## src/rtl/ilsi_pkg.sv

```systemverilog
// Shared types and constants for the indexed list with shift insert.
// Used by ilsi_cell, ilsi_ctrl and the top level indexed_list_with_shift_insert.
`timescale 1ns / 1ps
`default_nettype none

package ilsi_pkg;

  // Capacity and element width of the list.
  localparam int DEPTH      = 64;
  localparam int ELEM_WIDTH = 32;

  // Derived widths: an entry index, the count (which can equal DEPTH),
  // the fixed request port widths, and a compare width covering both.
  localparam int IDX_W   = $clog2(DEPTH);
  localparam int CNT_W   = $clog2(DEPTH + 1);
  localparam int POS_W   = 7;
  localparam int WORD_W  = 32;
  localparam int CMP_W   = (CNT_W > POS_W) ? CNT_W : POS_W;

  // Request operation codes.
  typedef enum logic [2:0] {
    OP_PUSH   = 3'd0,
    OP_POP    = 3'd1,
    OP_GET    = 3'd2,
    OP_SET    = 3'd3,
    OP_INSERT = 3'd4,
    OP_REMOVE = 3'd5,
    OP_CLEAR  = 3'd6,
    OP_NOP    = 3'd7
  } op_t;

  // Result status codes.
  typedef enum logic [1:0] {
    ST_OK    = 2'd0,
    ST_RANGE = 2'd1,
    ST_EMPTY = 2'd2,
    ST_FULL  = 2'd3
  } st_t;

  // What the cell row does at the next clock edge.
  typedef enum logic [1:0] {
    ACT_NONE   = 2'd0,
    ACT_WRITE  = 2'd1,
    ACT_INSERT = 2'd2,
    ACT_REMOVE = 2'd3
  } act_t;

  // Command broadcast to every cell.
  typedef struct packed {
    act_t                  act;
    logic [IDX_W-1:0]      idx;
    logic [ELEM_WIDTH-1:0] elem;
  } cell_ctl_t;

  // Response information from the controller to the output stage.
  typedef struct packed {
    logic             rd_en;
    logic [IDX_W-1:0] rd_idx;
    logic [CNT_W-1:0] count_next;
    st_t              status;
  } rsp_t;

endpackage

`default_nettype wire

```

## src/rtl/ilsi_ctrl.sv

```systemverilog
// Request decoder and count register: checks each request against the count,
// forms the command for the cell row and the response information.
// Depends on ilsi_pkg.
`timescale 1ns / 1ps
`default_nettype none

module ilsi_ctrl
  import ilsi_pkg::*;
(
  input  wire logic              clk,
  input  wire logic              rst,
  input  wire logic              fire,
  input  wire logic [2:0]        operation,
  input  wire logic [POS_W-1:0]  position,
  input  wire logic [WORD_W-1:0] element_in,
  output cell_ctl_t              ctl,
  output rsp_t                   rsp
);

  logic [CNT_W-1:0] count;
  logic [CNT_W-1:0] count_next;
  logic [CMP_W-1:0] pos_c;
  logic [CMP_W-1:0] cnt_c;
  logic [IDX_W-1:0] pos_idx;
  logic [IDX_W-1:0] cnt_idx;
  logic [IDX_W-1:0] last_idx;
  logic             full;
  logic             empty;
  op_t              op;

  // Comparisons between the request index and the count.
  assign op       = op_t'(operation);
  assign pos_c    = CMP_W'(position);
  assign cnt_c    = CMP_W'(count);
  assign pos_idx  = IDX_W'(pos_c);
  assign cnt_idx  = IDX_W'(count);
  assign last_idx = IDX_W'(count - CNT_W'(1));
  assign full     = (count == CNT_W'(DEPTH));
  assign empty    = (count == '0);

  // Decode the request into a cell command, a read select and a status.
  always_comb begin
    ctl.act        = ACT_NONE;
    ctl.idx        = pos_idx;
    ctl.elem       = ELEM_WIDTH'(element_in);
    rsp.rd_en      = 1'b0;
    rsp.rd_idx     = pos_idx;
    rsp.status     = ST_OK;
    count_next     = count;
    case (op)
      OP_PUSH: begin
        if (full) begin
          rsp.status = ST_FULL;
        end else begin
          ctl.act    = ACT_WRITE;
          ctl.idx    = cnt_idx;
          count_next = count + CNT_W'(1);
        end
      end
      OP_POP: begin
        if (empty) begin
          rsp.status = ST_EMPTY;
        end else begin
          rsp.rd_en  = 1'b1;
          rsp.rd_idx = last_idx;
          count_next = count - CNT_W'(1);
        end
      end
      OP_GET, OP_SET, OP_REMOVE: begin
        if (empty) begin
          rsp.status = ST_EMPTY;
        end else if (pos_c >= cnt_c) begin
          rsp.status = ST_RANGE;
        end else if (op == OP_GET) begin
          rsp.rd_en = 1'b1;
        end else if (op == OP_SET) begin
          ctl.act = ACT_WRITE;
        end else begin
          ctl.act    = ACT_REMOVE;
          count_next = count - CNT_W'(1);
        end
      end
      OP_INSERT: begin
        if (full) begin
          rsp.status = ST_FULL;
        end else if (pos_c > cnt_c) begin
          rsp.status = ST_RANGE;
        end else begin
          ctl.act    = ACT_INSERT;
          count_next = count + CNT_W'(1);
        end
      end
      OP_CLEAR: begin
        count_next = '0;
      end
      default: begin
        count_next = count;
      end
    endcase
    // Nothing moves in the cell row unless a word is taken.
    if (!fire) begin
      ctl.act = ACT_NONE;
    end
    rsp.count_next = count_next;
  end

  // Live element count.
  always_ff @(posedge clk) begin
    if (rst) begin
      count <= '0;
    end else if (fire) begin
      count <= count_next;
    end
  end

endmodule

`default_nettype wire

```

## config.mk

```make
export PLATFORM = sky130hd
export DESIGN_NAME = ilsi_ctrl
export DESIGN_NICKNAME = d
export VERILOG_FILES = /design/src/rtl/ilsi_pkg.sv /design/src/rtl/ilsi_ctrl.sv
export SDC_FILE = /design/constraint.sdc
export NUM_CORES = 1
export LEC_CHECK = 0
export BUFFER_PORTS_ARGS = -buffer_cell sky130_fd_sc_hd__buf_2
export CORE_UTILIZATION = 49
export DETAILED_ROUTE_END_ITERATION = 6
export PLACE_DENSITY = 0.95
export SLEW_MARGIN = 10
export SYNTH_ARGS = -nofsm -noshare
export SYNTH_HDL_FRONTEND = slang
export SYNTH_SLANG_ARGS = --single-unit
```

## constraint.sdc

```tcl
create_clock -name clk -period 6.07 [get_ports clk]
set_input_delay 0.9105 -clock clk [delete_from_list [all_inputs] [get_ports clk]]
set_output_delay 0.9105 -clock clk [all_outputs]
set_load 0.02 [all_outputs]
```

==> results.tsv <==
metric	value	unit
status	complete, no violations	
vias in the first global route	1785	
element type at the critical path end	output pin	
Synth async-reset ratio	0	%
Final nets	309	
per-cell routed wire length	16.7	microns
post-DP HPWL	3820	microns
VDD IR-drop max	106	uV
first-pass GRT wire length	8140	microns
final hold viol count	0	
worst reg2reg path startpoint	cnt_c[6]	
Post-Syn Area	1810	sq um
layout cells sized above 1	21.3	%
I/O Buffers	36	
WS Path Type	flip-flop to output pin	
synth top area cells	buf_4 13%, dfxtp_1 7.7%, ha_1 6.9%	
RSZ-0062 raised after global routing	no	
P_int	0.000163	W
fill cell count	360	
setup TNS	0	ns
Clock Sinks	7	
total track usage	25.2	%
Clock transition at path regs	0.04	ns
Hold WC Path Type	flip-flop to flip-flop	
hold depth	2	
worst r2r path cells	8	
Slew Limit Fails	0	
H-tree depth	1	
Synth Register Bits	7	
Syn-to-layout area delta	-1.10	%
Final Cell Area	1790	sq um
hold buffer count at CTS	0	
Sw Share	49.3	%
min Tclk post-route	4.18	ns
synth warn	0	
Gate Count Post-Synth	260	
post-synth net total	315	
max FFs per register	7	
post-synth top area cell	buf_4	
RD Place Congestion	1.04	
post-CTS sizing	0	
clock skew	0.00763	ns
Pwr Total	0.000322	W
Die W	62.9	microns
combinational share of power	59.2	%
Slew @ Worst Pin	0.538	ns
# diodes	0	
Storage cell area	140	sq um
initial core utilization	52.7	%
root buffer cell	clkbuf_8	
PwrDens	180	nW/um^2
Die Footprint	3950	sq um
io pins	101	
Clk Latency, worst-skew pair	0.24	ns
Worst EP required	5.16	ns
max-cap viol count	0	
Residual DRC	0	
Final period util	68.8	%
footprint of the multi-input gates	1330	sq um
initial DRC count	147	
Mapped Avg Cell Area	6.98	sq um
largest net degree at the start of global routing	23	
Pleak	0.766	nW
final core occ	52.1	%
Worst EP arrival	3.27	ns
Crit Path Max Fanout	11	
post-route ant nets	0	
ys flop type	dfxtp_1	
most frequent cells after synthesis	32 x buf_4, 24 x nand2_1, 19 x nor2_1, 19 x o21ai_0, 14 x a21oi_1	
reg2reg end	cnt_c[3]	
Clk pwr share	21.6	%
total number of vias	1945	
Hold Path Origin	cnt_c[5]	
setup violators final	0	
# rows	21	
fmax	239	MHz
CTS buffer count	3	
Slew HR	63.7	%
initial antenna violation count	0	
placed instance area	1750	sq um
core box area	3440	sq um
Post-synth EDFFs	0	
Reg power frac	19.3	%
clk buf depth	2	
CP startpoint kind	flip-flop	
postcts setup bufs	0	
Pre-antenna DRT Iters	5	
CTS tree	yes	
hold endpoint	cnt_c[5]	
cell with the most instances after synthesis	buf_4	
die extent in y	62.9	microns
Via density	6.51	
wirelength, routed	5000	microns
Synth top area share	13.2	%
GRT overflow	0	
Reg2Reg Setup Slack	2.97	ns
post-synth cell types	61	
P_sw	0.000159	W
Seq/Total Area, Yosys	7.72	%
## cells by family (layout without fill, tap and decap cells)
| family | Yosys count | in the layout | synth area share [%] |
|---|---|---|---|
| AO/OA/AOI/OAI | 87 | 87 | 35.6 |
| AND/OR/NAND/NOR | 87 | 87 | 25.7 |
| buffers and inverters | 59 | 52 | 19.2 |
| adder cells (fa/ha/maj) | 10 | 10 | 6.90 |
| XOR/XNOR | 8 | 8 | 3.86 |
| flip-flops | 7 | 7 | 7.72 |
| multiplexers | 2 | 2 | 1.10 |
## power by group through the flow
stage / combinational (W) / sequential [W] / clock, W
after floorplan: 0.000176 / 0.0000548 / 0
after global placement: 0.000182 / 0.0000622 / 0
after detailed placement: 0.000187 / 0.0000623 / 0
after CTS: 0.000188 / 0.0000615 / 0.0000705
after global routing: 0.000205 / 0.0000627 / 0.0000711
final: 0.000191 / 0.0000620 / 0.0000695
## worst max path at each step
stage	startpoint	to	slack, ns	cells past startpoint
after global placement	position[0]	rsp[7]	2.27	10
final	cnt_c[6]	rsp[6]	1.89	9
after detailed placement	position[0]	rsp[6]	2.18	10
after floorplan	position[0]	ctl[38]	2.45	7
after CTS	cnt_c[6]	rsp[5]	2.01	9
after global routing	cnt_c[6]	rsp[6]	1.76	9
## final cells by class
class / instances / area share (%)
multi-input combinational: 194 / 73.9
sequential: 7 / 7.81
timing repair buffer: 36 / 10.0
tap: 46 / 3.21
inverter: 12 / 2.51
clock buffer: 4 / 2.51
## layout by cell type, fill, tap and decap left out, types with 2 or more instances in the layout
cell type	n
o31ai_1	2
a21oi_1	14
a211o_1	2
dfxtp_1	7
nand3_1	8
o211ai_1	2
a311o_1	3
a221oi_1	2
xnor2_1	8
inv_1	11
or3_1	3
a21o_1	6
o221ai_1	2
a311oi_1	2
mux2i_1	2
ha_1	10
nand4_1	3
nor3_1	3
and3_1	6
clkbuf_8	3
and2_1	2
nand2_1	24
nand2b_1	7
o2111ai_1	3
buf_2	36
o21ai_0	19
nand3_2	2
nor2_1	19
a31oi_1	5
nor2b_1	2
o22ai_1	2
a211oi_1	5
## routing by layer
metal | GRT usage (%) | vias to the layer above | wire length (microns)
li1 | - | 915 | -
met1 | 31.7 | 904 | 2080
met2 | 42.1 | 110 | 2400
met3 | 4.74 | 16 | 416
met4 | 9.30 | 0 | 95
met5 | 0 | - | 0
## metrics by stage
stage	cells	setup slack, ns	hold slack [ns]
final	299	1.89	0.641
after global routing	299	1.76	0.692
after CTS	299	2.01	0.640
after floorplan	260	2.45	0.556
after detailed placement	295	2.18	0.634
after global placement	295	2.27	0.633
## critical path: stages (launching register included)
cell      delay [ns]
dfxtp_1         0.56
clkinv_1        0.41
ha_1            0.49
nand4_2         0.17
nor2_2          0.26
a21oi_2         0.17
o311ai_1        0.47
o21ai_0         0.25
nand2_1         0.10
buf_2           0.16
Power figures use the tool's default switching activity.
