## src/rtl/ilsi_pkg.sv

```systemverilog
// Shared types and constants for the indexed list with shift insert.
// Used by ilsi_cell, ilsi_ctrl and the top level indexed_list_with_shift_insert.
`timescale 1ns / 1ps
`default_nettype none

package ilsi_pkg;

  // Capacity and element width of the list.
  localparam int DEPTH      = 64;
  localparam int ELEM_WIDTH = 32;

  // Derived widths: an entry index, the count (which can equal DEPTH),
  // the fixed request port widths, and a compare width covering both.
  localparam int IDX_W   = $clog2(DEPTH);
  localparam int CNT_W   = $clog2(DEPTH + 1);
  localparam int POS_W   = 7;
  localparam int WORD_W  = 32;
  localparam int CMP_W   = (CNT_W > POS_W) ? CNT_W : POS_W;

  // Request operation codes.
  typedef enum logic [2:0] {
    OP_PUSH   = 3'd0,
    OP_POP    = 3'd1,
    OP_GET    = 3'd2,
    OP_SET    = 3'd3,
    OP_INSERT = 3'd4,
    OP_REMOVE = 3'd5,
    OP_CLEAR  = 3'd6,
    OP_NOP    = 3'd7
  } op_t;

  // Result status codes.
  typedef enum logic [1:0] {
    ST_OK    = 2'd0,
    ST_RANGE = 2'd1,
    ST_EMPTY = 2'd2,
    ST_FULL  = 2'd3
  } st_t;

  // What the cell row does at the next clock edge.
  typedef enum logic [1:0] {
    ACT_NONE   = 2'd0,
    ACT_WRITE  = 2'd1,
    ACT_INSERT = 2'd2,
    ACT_REMOVE = 2'd3
  } act_t;

  // Command broadcast to every cell.
  typedef struct packed {
    act_t                  act;
    logic [IDX_W-1:0]      idx;
    logic [ELEM_WIDTH-1:0] elem;
  } cell_ctl_t;

  // Response information from the controller to the output stage.
  typedef struct packed {
    logic             rd_en;
    logic [IDX_W-1:0] rd_idx;
    logic [CNT_W-1:0] count_next;
    st_t              status;
  } rsp_t;

endpackage

`default_nettype wire

```

## src/rtl/ilsi_cell.sv

```systemverilog
// One storage cell of the list: holds a single element and can load a new
// value, take its lower neighbor's value or take its upper neighbor's value.
// Depends on ilsi_pkg.
`timescale 1ns / 1ps
`default_nettype none

module ilsi_cell
  import ilsi_pkg::*;
(
  input  wire logic                  clk,
  input  wire logic [IDX_W-1:0]      index,
  input  wire cell_ctl_t             ctl,
  input  wire logic [ELEM_WIDTH-1:0] from_low,
  input  wire logic [ELEM_WIDTH-1:0] from_high,
  output logic      [ELEM_WIDTH-1:0] data
);

  logic [ELEM_WIDTH-1:0] data_next;

  // Select the new content of this cell from the broadcast command.
  always_comb begin
    data_next = data;
    case (ctl.act)
      ACT_WRITE: begin
        if (index == ctl.idx) begin
          data_next = ctl.elem;
        end
      end
      ACT_INSERT: begin
        if (index == ctl.idx) begin
          data_next = ctl.elem;
        end else if (index > ctl.idx) begin
          data_next = from_low;
        end
      end
      ACT_REMOVE: begin
        if (index >= ctl.idx) begin
          data_next = from_high;
        end
      end
      default: begin
        data_next = data;
      end
    endcase
  end

  // The element itself needs no reset: it is read only after being written.
  always_ff @(posedge clk) begin
    data <= data_next;
  end

endmodule

`default_nettype wire

```

## config.mk

```make
export PLATFORM = sky130hd
export DESIGN_NAME = ilsi_cell
export DESIGN_NICKNAME = d
export VERILOG_FILES = /design/src/rtl/ilsi_pkg.sv /design/src/rtl/ilsi_cell.sv
export SDC_FILE = /design/constraint.sdc
export NUM_CORES = 1
export LEC_CHECK = 0
export BUFFER_PORTS_ARGS = -buffer_cell sky130_fd_sc_hd__buf_2
export CAP_MARGIN = 30
export CORE_MARGIN = 3
export CORE_UTILIZATION = 41
export DETAILED_ROUTE_END_ITERATION = 10
export PLACE_DENSITY = 0.81
export SLEW_MARGIN = 20
export SYNTH_ARGS = -nofsm -noshare
export SYNTH_HDL_FRONTEND = slang
export SYNTH_SLANG_ARGS = --single-unit
export TNS_END_PERCENT = 5
```

## constraint.sdc

```tcl
create_clock -name clk -period 3.05 [get_ports clk]
set_input_delay 0.305 -clock clk [delete_from_list [all_inputs] [get_ports clk]]
set_output_delay 0.305 -clock clk [all_outputs]
set_load 0.01 [all_outputs]
```

==> results.toml, run 1 <==
[outcome]
status = "complete, no violations"

[clock_network]
cts_tree = "yes"
postCtsHoldBufs = 0
clkSinkCount = 32
cts_resized = 0
numCtsBuffers = 5
cts_setup_buffers = 0
path_clk_slew_ps = 60
cts_buffer_depth = 2
root_buffer = "clkbuf_8"
h-tree-depth = 2

[setup_path]
crit_type = "in -> reg"
critical_path.max_fanout = 32
max_stage_delay_ps = 350
start_kind = "input port"
endpoint_kind = "flop"
crit_buf_inv = 2
worstPathCellList = "buf_2, ha_1, and4_4, nand3_2, o22ai_1, a31o_1, buf_4"
cp_data_required_time_ps = 2980
arrival_ps = 1690
critical_path.slowest_cell = "buf_4"
cp_top_family = "buffers and inverters"
startpoint = "index[4]"

[detailed_routing]
antenna_left = 0
viasPerCell = 5.51
drc_errors = 0
wire_per_inst_um = 15.8
drt-pass1-iter-count = 4
via_count = 1989
finalWirelength_um = 5690
drt_iter0_markers = 123

[synth]
yosysTopAreaCellShare_pct = 49.5
yosysWarnings = 0
syn_avg_cell_area_um2 = 11.4
syn_area_um2 = 1940
synth-seq-cells = 32
synth_area_leaders = "edfxtp_1, o22ai_1, o22ai_2"
synthDistinctLibCells = 21
yosysSeqAreaShare_pct = 49.5
synth_area_leader_cell = "edfxtp_1"
synthCells = 170
syn-num-nets = 287

[final_layout]
final_cell_mix = "buf_2, o22ai_1, edfxtp_1, a21oi_1"
syn2layout_area_growth_pct = 41.1
top_register = "data"
drive_gt1_share_pct = 57.0
top_regs = "data: 32 flops"
seq_area_um2 = 961
layout_commonest_cell = "buf_2"
largest_register_ffs = 32
final_cell_count_no_fill = 361
nNetsFinal = 425
fillers = 385
final_area_um2 = 2740
multi_input_area_um2 = 826
diodes = 0

[timing]
relSlewSlack_pct = 69.3
min_period_ps = 1770
setup-tns-final_ps = 0
fmax_ghz = 0.566
setup_violations = 0
hold_viol_final = 0
rsz0062_at_grt = "no"
setup_slack_ps = 1280
timing.final.crit_share_pct = 57.9
slew_violations = 0
worst_pin_slew_ps = 459

[global_route]
antenna_found_initial = 0
grt_pass1_wl_um = 7990
grt_use_total_pct = 19.0
grt-ovfl-total = 0
grt_pass1_vias = 1803
grt_max_degree = 34

[place]
dp_cells = 353
place_ws_ps = 992
dp_hpwl_um = 4300
port_buffers = 142
routabilityCongestion = 0.804
placed_cell_area_um2 = 2630

[pwr]
finalPower_mw = 1.26
powerDensity_nw_per_um2 = 461
ir_drop_v = 0.000216
p_leak_nw = 1.22

[min_path]
min-delay-start = "from_high[22]"
hp-class = "in -> reg"

[die]
rows = 24
die_h_um = 74.8
die_w_um = 74.8
coreArea_um2 = 4470
io_pins = 143
dieArea_um2 = 5590
start_util_pct = 43.3

[flow_run]
max_cap_viol_count = 0
per-stage QoR:
step                util (%)  hold WS [ps]
finish                  61.2           378
global placement        58.8           653
CTS                     61.2           366
floorplan                  -           556
global route            61.2           376
detailed placement      58.8           654
final cells by class:
class	instances	area share, %
sequential	32	35.1
multi-input combinational	114	30.2
timing repair buffer	147	27.3
clock buffer	5	2.51
tap	52	2.38
clock inverter	3	1.37
inverter	8	1.10
routing by layer:
| layer | GRT usage (%) | up-vias | part of all wire [%] |
|---|---|---|---|
| li1 | - | 981 | - |
| met2 | 36.5 | 101 | 52 |
| met5 | 0 | - | 0 |
| met1 | 20.4 | 905 | 39 |
| met3 | 3.74 | 2 | 8.6 |
| met4 | 6.92 | 0 | 0.72 |
cells by family after synthesis:
kind of cell             count (synthesis)  synth area share, %
adder cells (fa/ha/maj)                  6                 3.87
AO/OA/AOI/OAI                          102                 36.6
AND/OR/NAND/NOR                          6                 2.06
buffers and inverters                   24                 7.87
flip-flops                              32                 49.5
power by group:
part	switching, mW	internal, mW
Sequential	0.0125	0.556
Clock	0.138	0.237
Combinational	0.173	0.145
Total	0.323	0.939
path summary, 6_finish.rpt:
check  cells past startpoint  endpoint  slack, ps
max                        7   data[0]       1280
min                        3  data[22]        380
synth_stat cells, drive strengths merged:
| library cell | count |
|---|---|
| o22ai | 65 |
| a21oi | 33 |
| edfxtp | 32 |
| clkbuf | 9 |
| inv | 8 |
| buf | 7 |
| ha | 6 |
| a31o | 2 |
| nand2 | 2 |
| nand3 | 2 |
| a211oi | 1 |
| and4 | 1 |
| nand2b | 1 |
| o21ai | 1 |
worst min-delay path, cell delays in order:
cell and delay [ps]:
buf_2 80, o22ai_1 60, a21oi_2 90
No activity file was read; power rests on OpenSTA's default activity.
==> run 2: changes to the inputs <==
--- a/config.mk
+++ b/config.mk
@@ -8,9 +8,9 @@
 export BUFFER_PORTS_ARGS = -buffer_cell sky130_fd_sc_hd__buf_2
 export CAP_MARGIN = 30
 export CORE_MARGIN = 3
-export CORE_UTILIZATION = 41
+export CORE_UTILIZATION = 37
 export DETAILED_ROUTE_END_ITERATION = 10
-export PLACE_DENSITY = 0.81
+export PLACE_DENSITY = 0.77
 export SLEW_MARGIN = 20
 export SYNTH_ARGS = -nofsm -noshare
 export SYNTH_HDL_FRONTEND = slang
==> constraint.sdc (replaced) <==
create_clock -name clk -period 1.55 [get_ports clk]
set_input_delay 0.155 -clock clk [delete_from_list [all_inputs] [get_ports clk]]
set_output_delay 0.155 -clock clk [all_outputs]
set_load 0.01 [all_outputs]
==> run 2 against run 1 <==
Global-route usage shrank 0.19 points. Sequential share of layout area shrank 2.2 points. Sequential power is 97% higher. Critical path depth is 1 higher. Hold slack got worse by 160 ps. Largest cell class unchanged. Core utilization shrank 1.3 points. Count of clock-buffer cells in the layout grew 1. Clock power increased by 55%. Worst setup slack worse by 1200 ps. First-iteration DRC count decreased by 12%. Via count up 6.0%. Wire length grew 9.3%.
==> results.toml, run 2 (synthesis results as in run 1) <==
[die]
dieArea_um2 = 6150
start_util_pct = 39.7
io_pins = 143
rows = 25
die_w_um = 78.4
coreArea_um2 = 4880
die_h_um = 78.4

[setup_path]
worstPathCellList = "buf_2, inv_12, ha_4, and4_4, nand3_4, o22ai_2, a31o_4, buf_12"
critical_path.slowest_cell = "and4_4"
start_kind = "input port"
worst-path-stages = 8
cp_data_required_time_ps = 1540
endpoint_kind = "flop"
max_stage_delay_ps = 270
crit_buf_inv = 3
crit_type = "in -> reg"
critical_path.max_fanout = 18
arrival_ps = 1480
cp_top_family = "simple AND/OR/NAND/NOR gates"

[final_layout]
diodes = 0
top_register = "data"
layout_commonest_cell = "buf_2"
drive_gt1_share_pct = 61.8
fillers = 424
final_cell_mix = "buf_2, o22ai_1, edfxtp_1, a21oi_1, o22ai_2"
top_regs = "data: 32 flops"
nNetsFinal = 434
final_cell_count_no_fill = 384
syn2layout_area_growth_pct = 50.6
largest_register_ffs = 32

[timing]
min_period_ps = 1490
timing.final.crit_share_pct = 96.1
setup_slack_ps = 59.7
relSlewSlack_pct = 79.7
hold_viol_final = 0
slew_violations = 0
setup_violations = 0
fmax_ghz = 0.671
worst_pin_slew_ps = 304
setup-tns-final_ps = 0
rsz0062_at_grt = "yes"

[global_route]
grt_max_degree = 33
grt_pass1_wl_um = 9160
antenna_found_initial = 0
grt-ovfl-total = 0
grt_pass1_vias = 1999
grt_use_total_pct = 18.8

[pwr]
seqPwrFrac_pct = 46.4
p_sw_uw = 676
switching_share_pct = 28.1
p_int_mw = 1.73
powerDensity_nw_per_um2 = 825
ir_drop_v = 0.000403
p_leak_nw = 1.27
p_comb_share_pct = 29.4
p_clk_share_pct = 24.1

[detailed_routing]
finalWirelength_um = 6220
drt_iter0_markers = 108
met3_length_um = 515
wl_met2_um = 3290
viasPerCell = 5.49
via_count = 2109
routed.top_layer = "met4"
drt-pass1-iter-count = 4
drc_errors = 0
m1WireLength_um = 2270
antenna_left = 0
wire_per_inst_um = 16.2

[clock_network]
cts_setup_buffers = 0
h-tree-depth = 2
root_buffer = "clkbuf_8"
cts_tree = "yes"
clkSinkCount = 32
cts_buffer_depth = 2
numCtsBuffers = 5
path_clk_slew_ps = 60

[place]
dp_hpwl_um = 4580
place_ws_ps = -305
routabilityCongestion = 0.802
port_buffers = 142
dp_cells = 376

[outcome]
status = "complete, no violations"

[min_path]
whs_path_depth = 3
hp-class = "in -> reg"

[flow_run]
max_cap_viol_count = 0
run 2: changes by cell type in the layout (fill, tap and decap cells not counted), moves of 3 or more:
cell   delta
buf_4     +6
ha_1      -3
ha_4      +3
inv_1     -4
run 2: tightest hold or removal path, delay by kind of cell:
kind                   cells  cell delay [ps]
AO/OA/AOI/OAI              2              150
buffers and inverters      1               80
run 2: path summary, 6_finish.rpt:
check	startpoint	end	slack [ps]
max	ctl[37]	data[15]	60
min	from_high[26]	data[26]	220
run 2: power groups by stage:
stage	Clock, mW	Combinational [mW]	Sequential (mW)
6_report	0.582	0.709	1.12
3_3_place_gp	0	0.684	1.13
2_1_floorplan	0	0.285	1.20
3_5_place_dp	0	0.699	1.14
5_1_grt	0.646	0.772	1.13
4_1_cts	0.603	0.702	1.12
run 2: cell type report:
class | instances | area (um2) | share of cell area, %
flip-flops and latches | 32 | 961 | 32.9
multi-input cells | 115 | 915 | 31.3
repair buffers | 155 | 833 | 28.5
well taps | 67 | 83.8 | 2.87
clock buffers | 6 | 72.6 | 2.49
inverters | 8 | 50.0 | 1.71
clock inverters | 1 | 5.00 | 0.171
run 2: per-layer routing:
layer | global-route usage [%] | up-vias
met5 | 0 | -
met2 | 33.5 | 110
met4 | 6.99 | 0
met3 | 4.24 | 15
li1 | - | 1006
met1 | 22.0 | 978
run 2: stage by stage:
stage | instance area, um2 | utilization [%] | total power [mW] | hold slack (ps)
finish | 2920 | 59.8 | 2.41 | 221
detailed placement | 2820 | 57.8 | 1.84 | 500
global placement | 2820 | 57.8 | 1.82 | 495
global route | 2920 | 59.8 | 2.55 | 221
CTS | 2900 | 59.5 | 2.43 | 209
floorplan | 2020 | - | 1.49 | 407
run 2: repair_timing:
action / 4_1_cts / 5_1_grt
gates cloned: 0 / 1
pin swaps: 1 / 1
hold buffers: 0 / 0
endpoints found under the setup margin: 1 / 27
resized for setup: 1 / 1
hold endpoints to repair: 0 / 0
==> run 3: changes to the inputs <==
--- a/config.mk
+++ b/config.mk
@@ -5,10 +5,11 @@
 export SDC_FILE = /design/constraint.sdc
 export NUM_CORES = 1
 export LEC_CHECK = 0
+export ABC_AREA = 1
 export BUFFER_PORTS_ARGS = -buffer_cell sky130_fd_sc_hd__buf_2
 export CAP_MARGIN = 30
 export CORE_MARGIN = 3
-export CORE_UTILIZATION = 37
+export CORE_UTILIZATION = 40
 export DETAILED_ROUTE_END_ITERATION = 10
 export PLACE_DENSITY = 0.77
 export SLEW_MARGIN = 20
==> constraint.sdc (replaced) <==
create_clock -name clk -period 1.55 [get_ports clk]
set_input_delay 0.31 -clock clk [delete_from_list [all_inputs] [get_ports clk]]
set_output_delay 0.31 -clock clk [all_outputs]
set_load 0.01 [all_outputs]
==> run 3 against run 2 <==
Sequential cell count did not move. Critical endpoint is now data[23]. Wire length increased by 10%. Clock power grew 2%. Largest power group unchanged. Combinational power up 8.0%. Hold slack better by 150 ps.
==> results.toml, run 3 <==
[global_route]
grt_pass1_wl_um = 11100
grt_use_total_pct = 18.7
grt_pass1_vias = 2501
antenna_found_initial = 0
grt_max_degree = 43
grt-ovfl-total = 0

[min_path]
min_to = "data[11]"
min-delay-start = "from_low[11]"
hp-class = "in -> reg"
whs_path_depth = 3

[final_layout]
largest_register_ffs = 32
syn2layout_area_growth_pct = 38.5
fillers = 565
final_area_um2 = 3450
final_cell_count_no_fill = 538
drive_gt1_share_pct = 38.7
layout_commonest_cell = "buf_2"
nNetsFinal = 579
diodes = 0
final_cell_mix = "buf_2, nand3_1, inv_1, nand2_1, edfxtp_1"
top_regs = "data: 32 flops"
post-route-util_pct = 57.6
top_register = "data"

[detailed_routing]
finalWirelength_um = 6850
antenna_left = 0
met3_length_um = 487
wire_per_inst_um = 12.7
via_count = 2701
m1WireLength_um = 2650
drt-pass1-iter-count = 4
drc_errors = 0
drt_iter0_markers = 119
wl_met2_um = 3610
viasPerCell = 5.02
routed.top_layer = "met4"

[synth]
syn_avg_cell_area_um2 = 7.67
yosysTopAreaCellShare_pct = 38.6
synthDistinctLibCells = 18
synth_commonest_cells = "nand3_1, inv_1, nand2_1"
synth_ff_type = "edfxtp_1"
yosysSeqAreaShare_pct = 38.6
yosys.cell_count.top_type = "nand3_1"
synthCells = 325
synth_area_leaders = "edfxtp_1, nand3_1, o21bai_1"
yosysWarnings = 0
synth-seq-cells = 32
synth_area_leader_cell = "edfxtp_1"
async_flop_share_pct = 0
syn_area_um2 = 2490
syn-num-nets = 442
synth-edff-count = 32

[die]
io_pins = 143
rows = 28
dieArea_um2 = 7210
start_util_pct = 41.6
die_h_um = 84.9
coreArea_um2 = 5990
die_w_um = 84.9

[pwr]
ir_drop_v = 0.000415
powerDensity_nw_per_um2 = 714
p_leak_nw = 1.65
finalPower_mw = 2.47

[place]
placed_cell_area_um2 = 3370
place_ws_ps = -218
dp_cells = 530
port_buffers = 142
routabilityCongestion = 0.796
dp_hpwl_um = 5290

[flow_run]
max_cap_viol_count = 0

[setup_path]
crit_type = "in -> reg"
critical_path.max_fanout = 17
arrival_ps = 1460
cp_data_required_time_ps = 1540
start_kind = "input port"
endpoint_kind = "flop"

[timing]
setup_slack_ps = 71.6
slew_violations = 0
relSlewSlack_pct = 83.0
hold_slack_ps = 371
setup-tns-final_ps = 0
worst_pin_slew_ps = 256
timing.final.crit_share_pct = 95.4
hold_viol_final = 0
setup_violations = 0
rsz0062_at_grt = "no"
fmax_ghz = 0.676
min_period_ps = 1480

[clock_network]
cts_setup_buffers = 0
path_clk_slew_ps = 60
clkSinkCount = 32
cts_buffer_depth = 2
root_buffer = "clkbuf_8"
cts_tree = "yes"
postCtsHoldBufs = 0
numCtsBuffers = 5
h-tree-depth = 2

[outcome]
status = "complete, no violations"
[run 3: cell count changes in the layout (fill, tap and decap cells not counted), sizes merged, moves of 4 or more]
| cell | change |
|---|---|
| nor2 | +4 |
| o21bai | +29 |
| inv | +42 |
| nand3 | +66 |
| o22ai | -64 |
| o21ai | +30 |
| nand2 | +45 |
[run 3: what timing repair did]
item / in CTS / in global routing
resized for setup: 0 / 1
endpoints found under the setup margin: 0 / 2
endpoints found under the hold margin: 0 / 0
[run 3: worst max-delay path, cell delays in order]
cell and delay, ps:
buf_2 120, inv_6 30, ha_4 260, nand2_4 70, nor2_8 150, nand2_1 80, nand3_1 100, nand2_2 70
clkinvlp_4 100, buf_12 160
[run 3: per-layer routing]
metal  up-vias  global-route usage, %
li1       1374                      -
met1      1201                   21.8
met2       120                   34.7
met3         6                   3.79
met4         0                   5.47
met5         -                      0
[run 3: layout make-up]
cell class                      count  area [um2]  area share, %
Clock buffer                        5        68.8           1.99
Clock inverter                      3        13.8          0.399
Inverter                           51         200           5.80
Multi-Input combinational cell    216        1230           35.7
Sequential cell                    32         961           27.8
Tap cell                           75        93.8           2.72
Timing Repair Buffer              156         882           25.6
[run 3: worst max-delay path by stage]
stage	slack, ps	to	cells past startpoint	from
6_report	70	data[23]	10	ctl[37]
5_1_grt	20	data[23]	10	ctl[37]
4_1_cts	80	data[25]	10	ctl[37]
3_5_place_dp	-220	data[25]	10	ctl[37]
3_3_place_gp	-190	data[29]	10	ctl[37]
2_1_floorplan	-320	data[0]	9	index[0]
[run 3: report_power, final]
part           internal (mW)  switching [mW]
clock                  0.304           0.287
combinational          0.347           0.419
sequential              1.08          0.0288
total                   1.73           0.735
[run 3: cells by family (layout without fill, tap and decap cells)]
group           after synthesis  after routing  share of synthesized area (%)
flops                        32             32                           38.6
fa+ha+maj                     6              6                           3.01
compound gates               91             91                           21.2
buf+inv                      77            215                           14.7
simple gates                119            119                           22.5
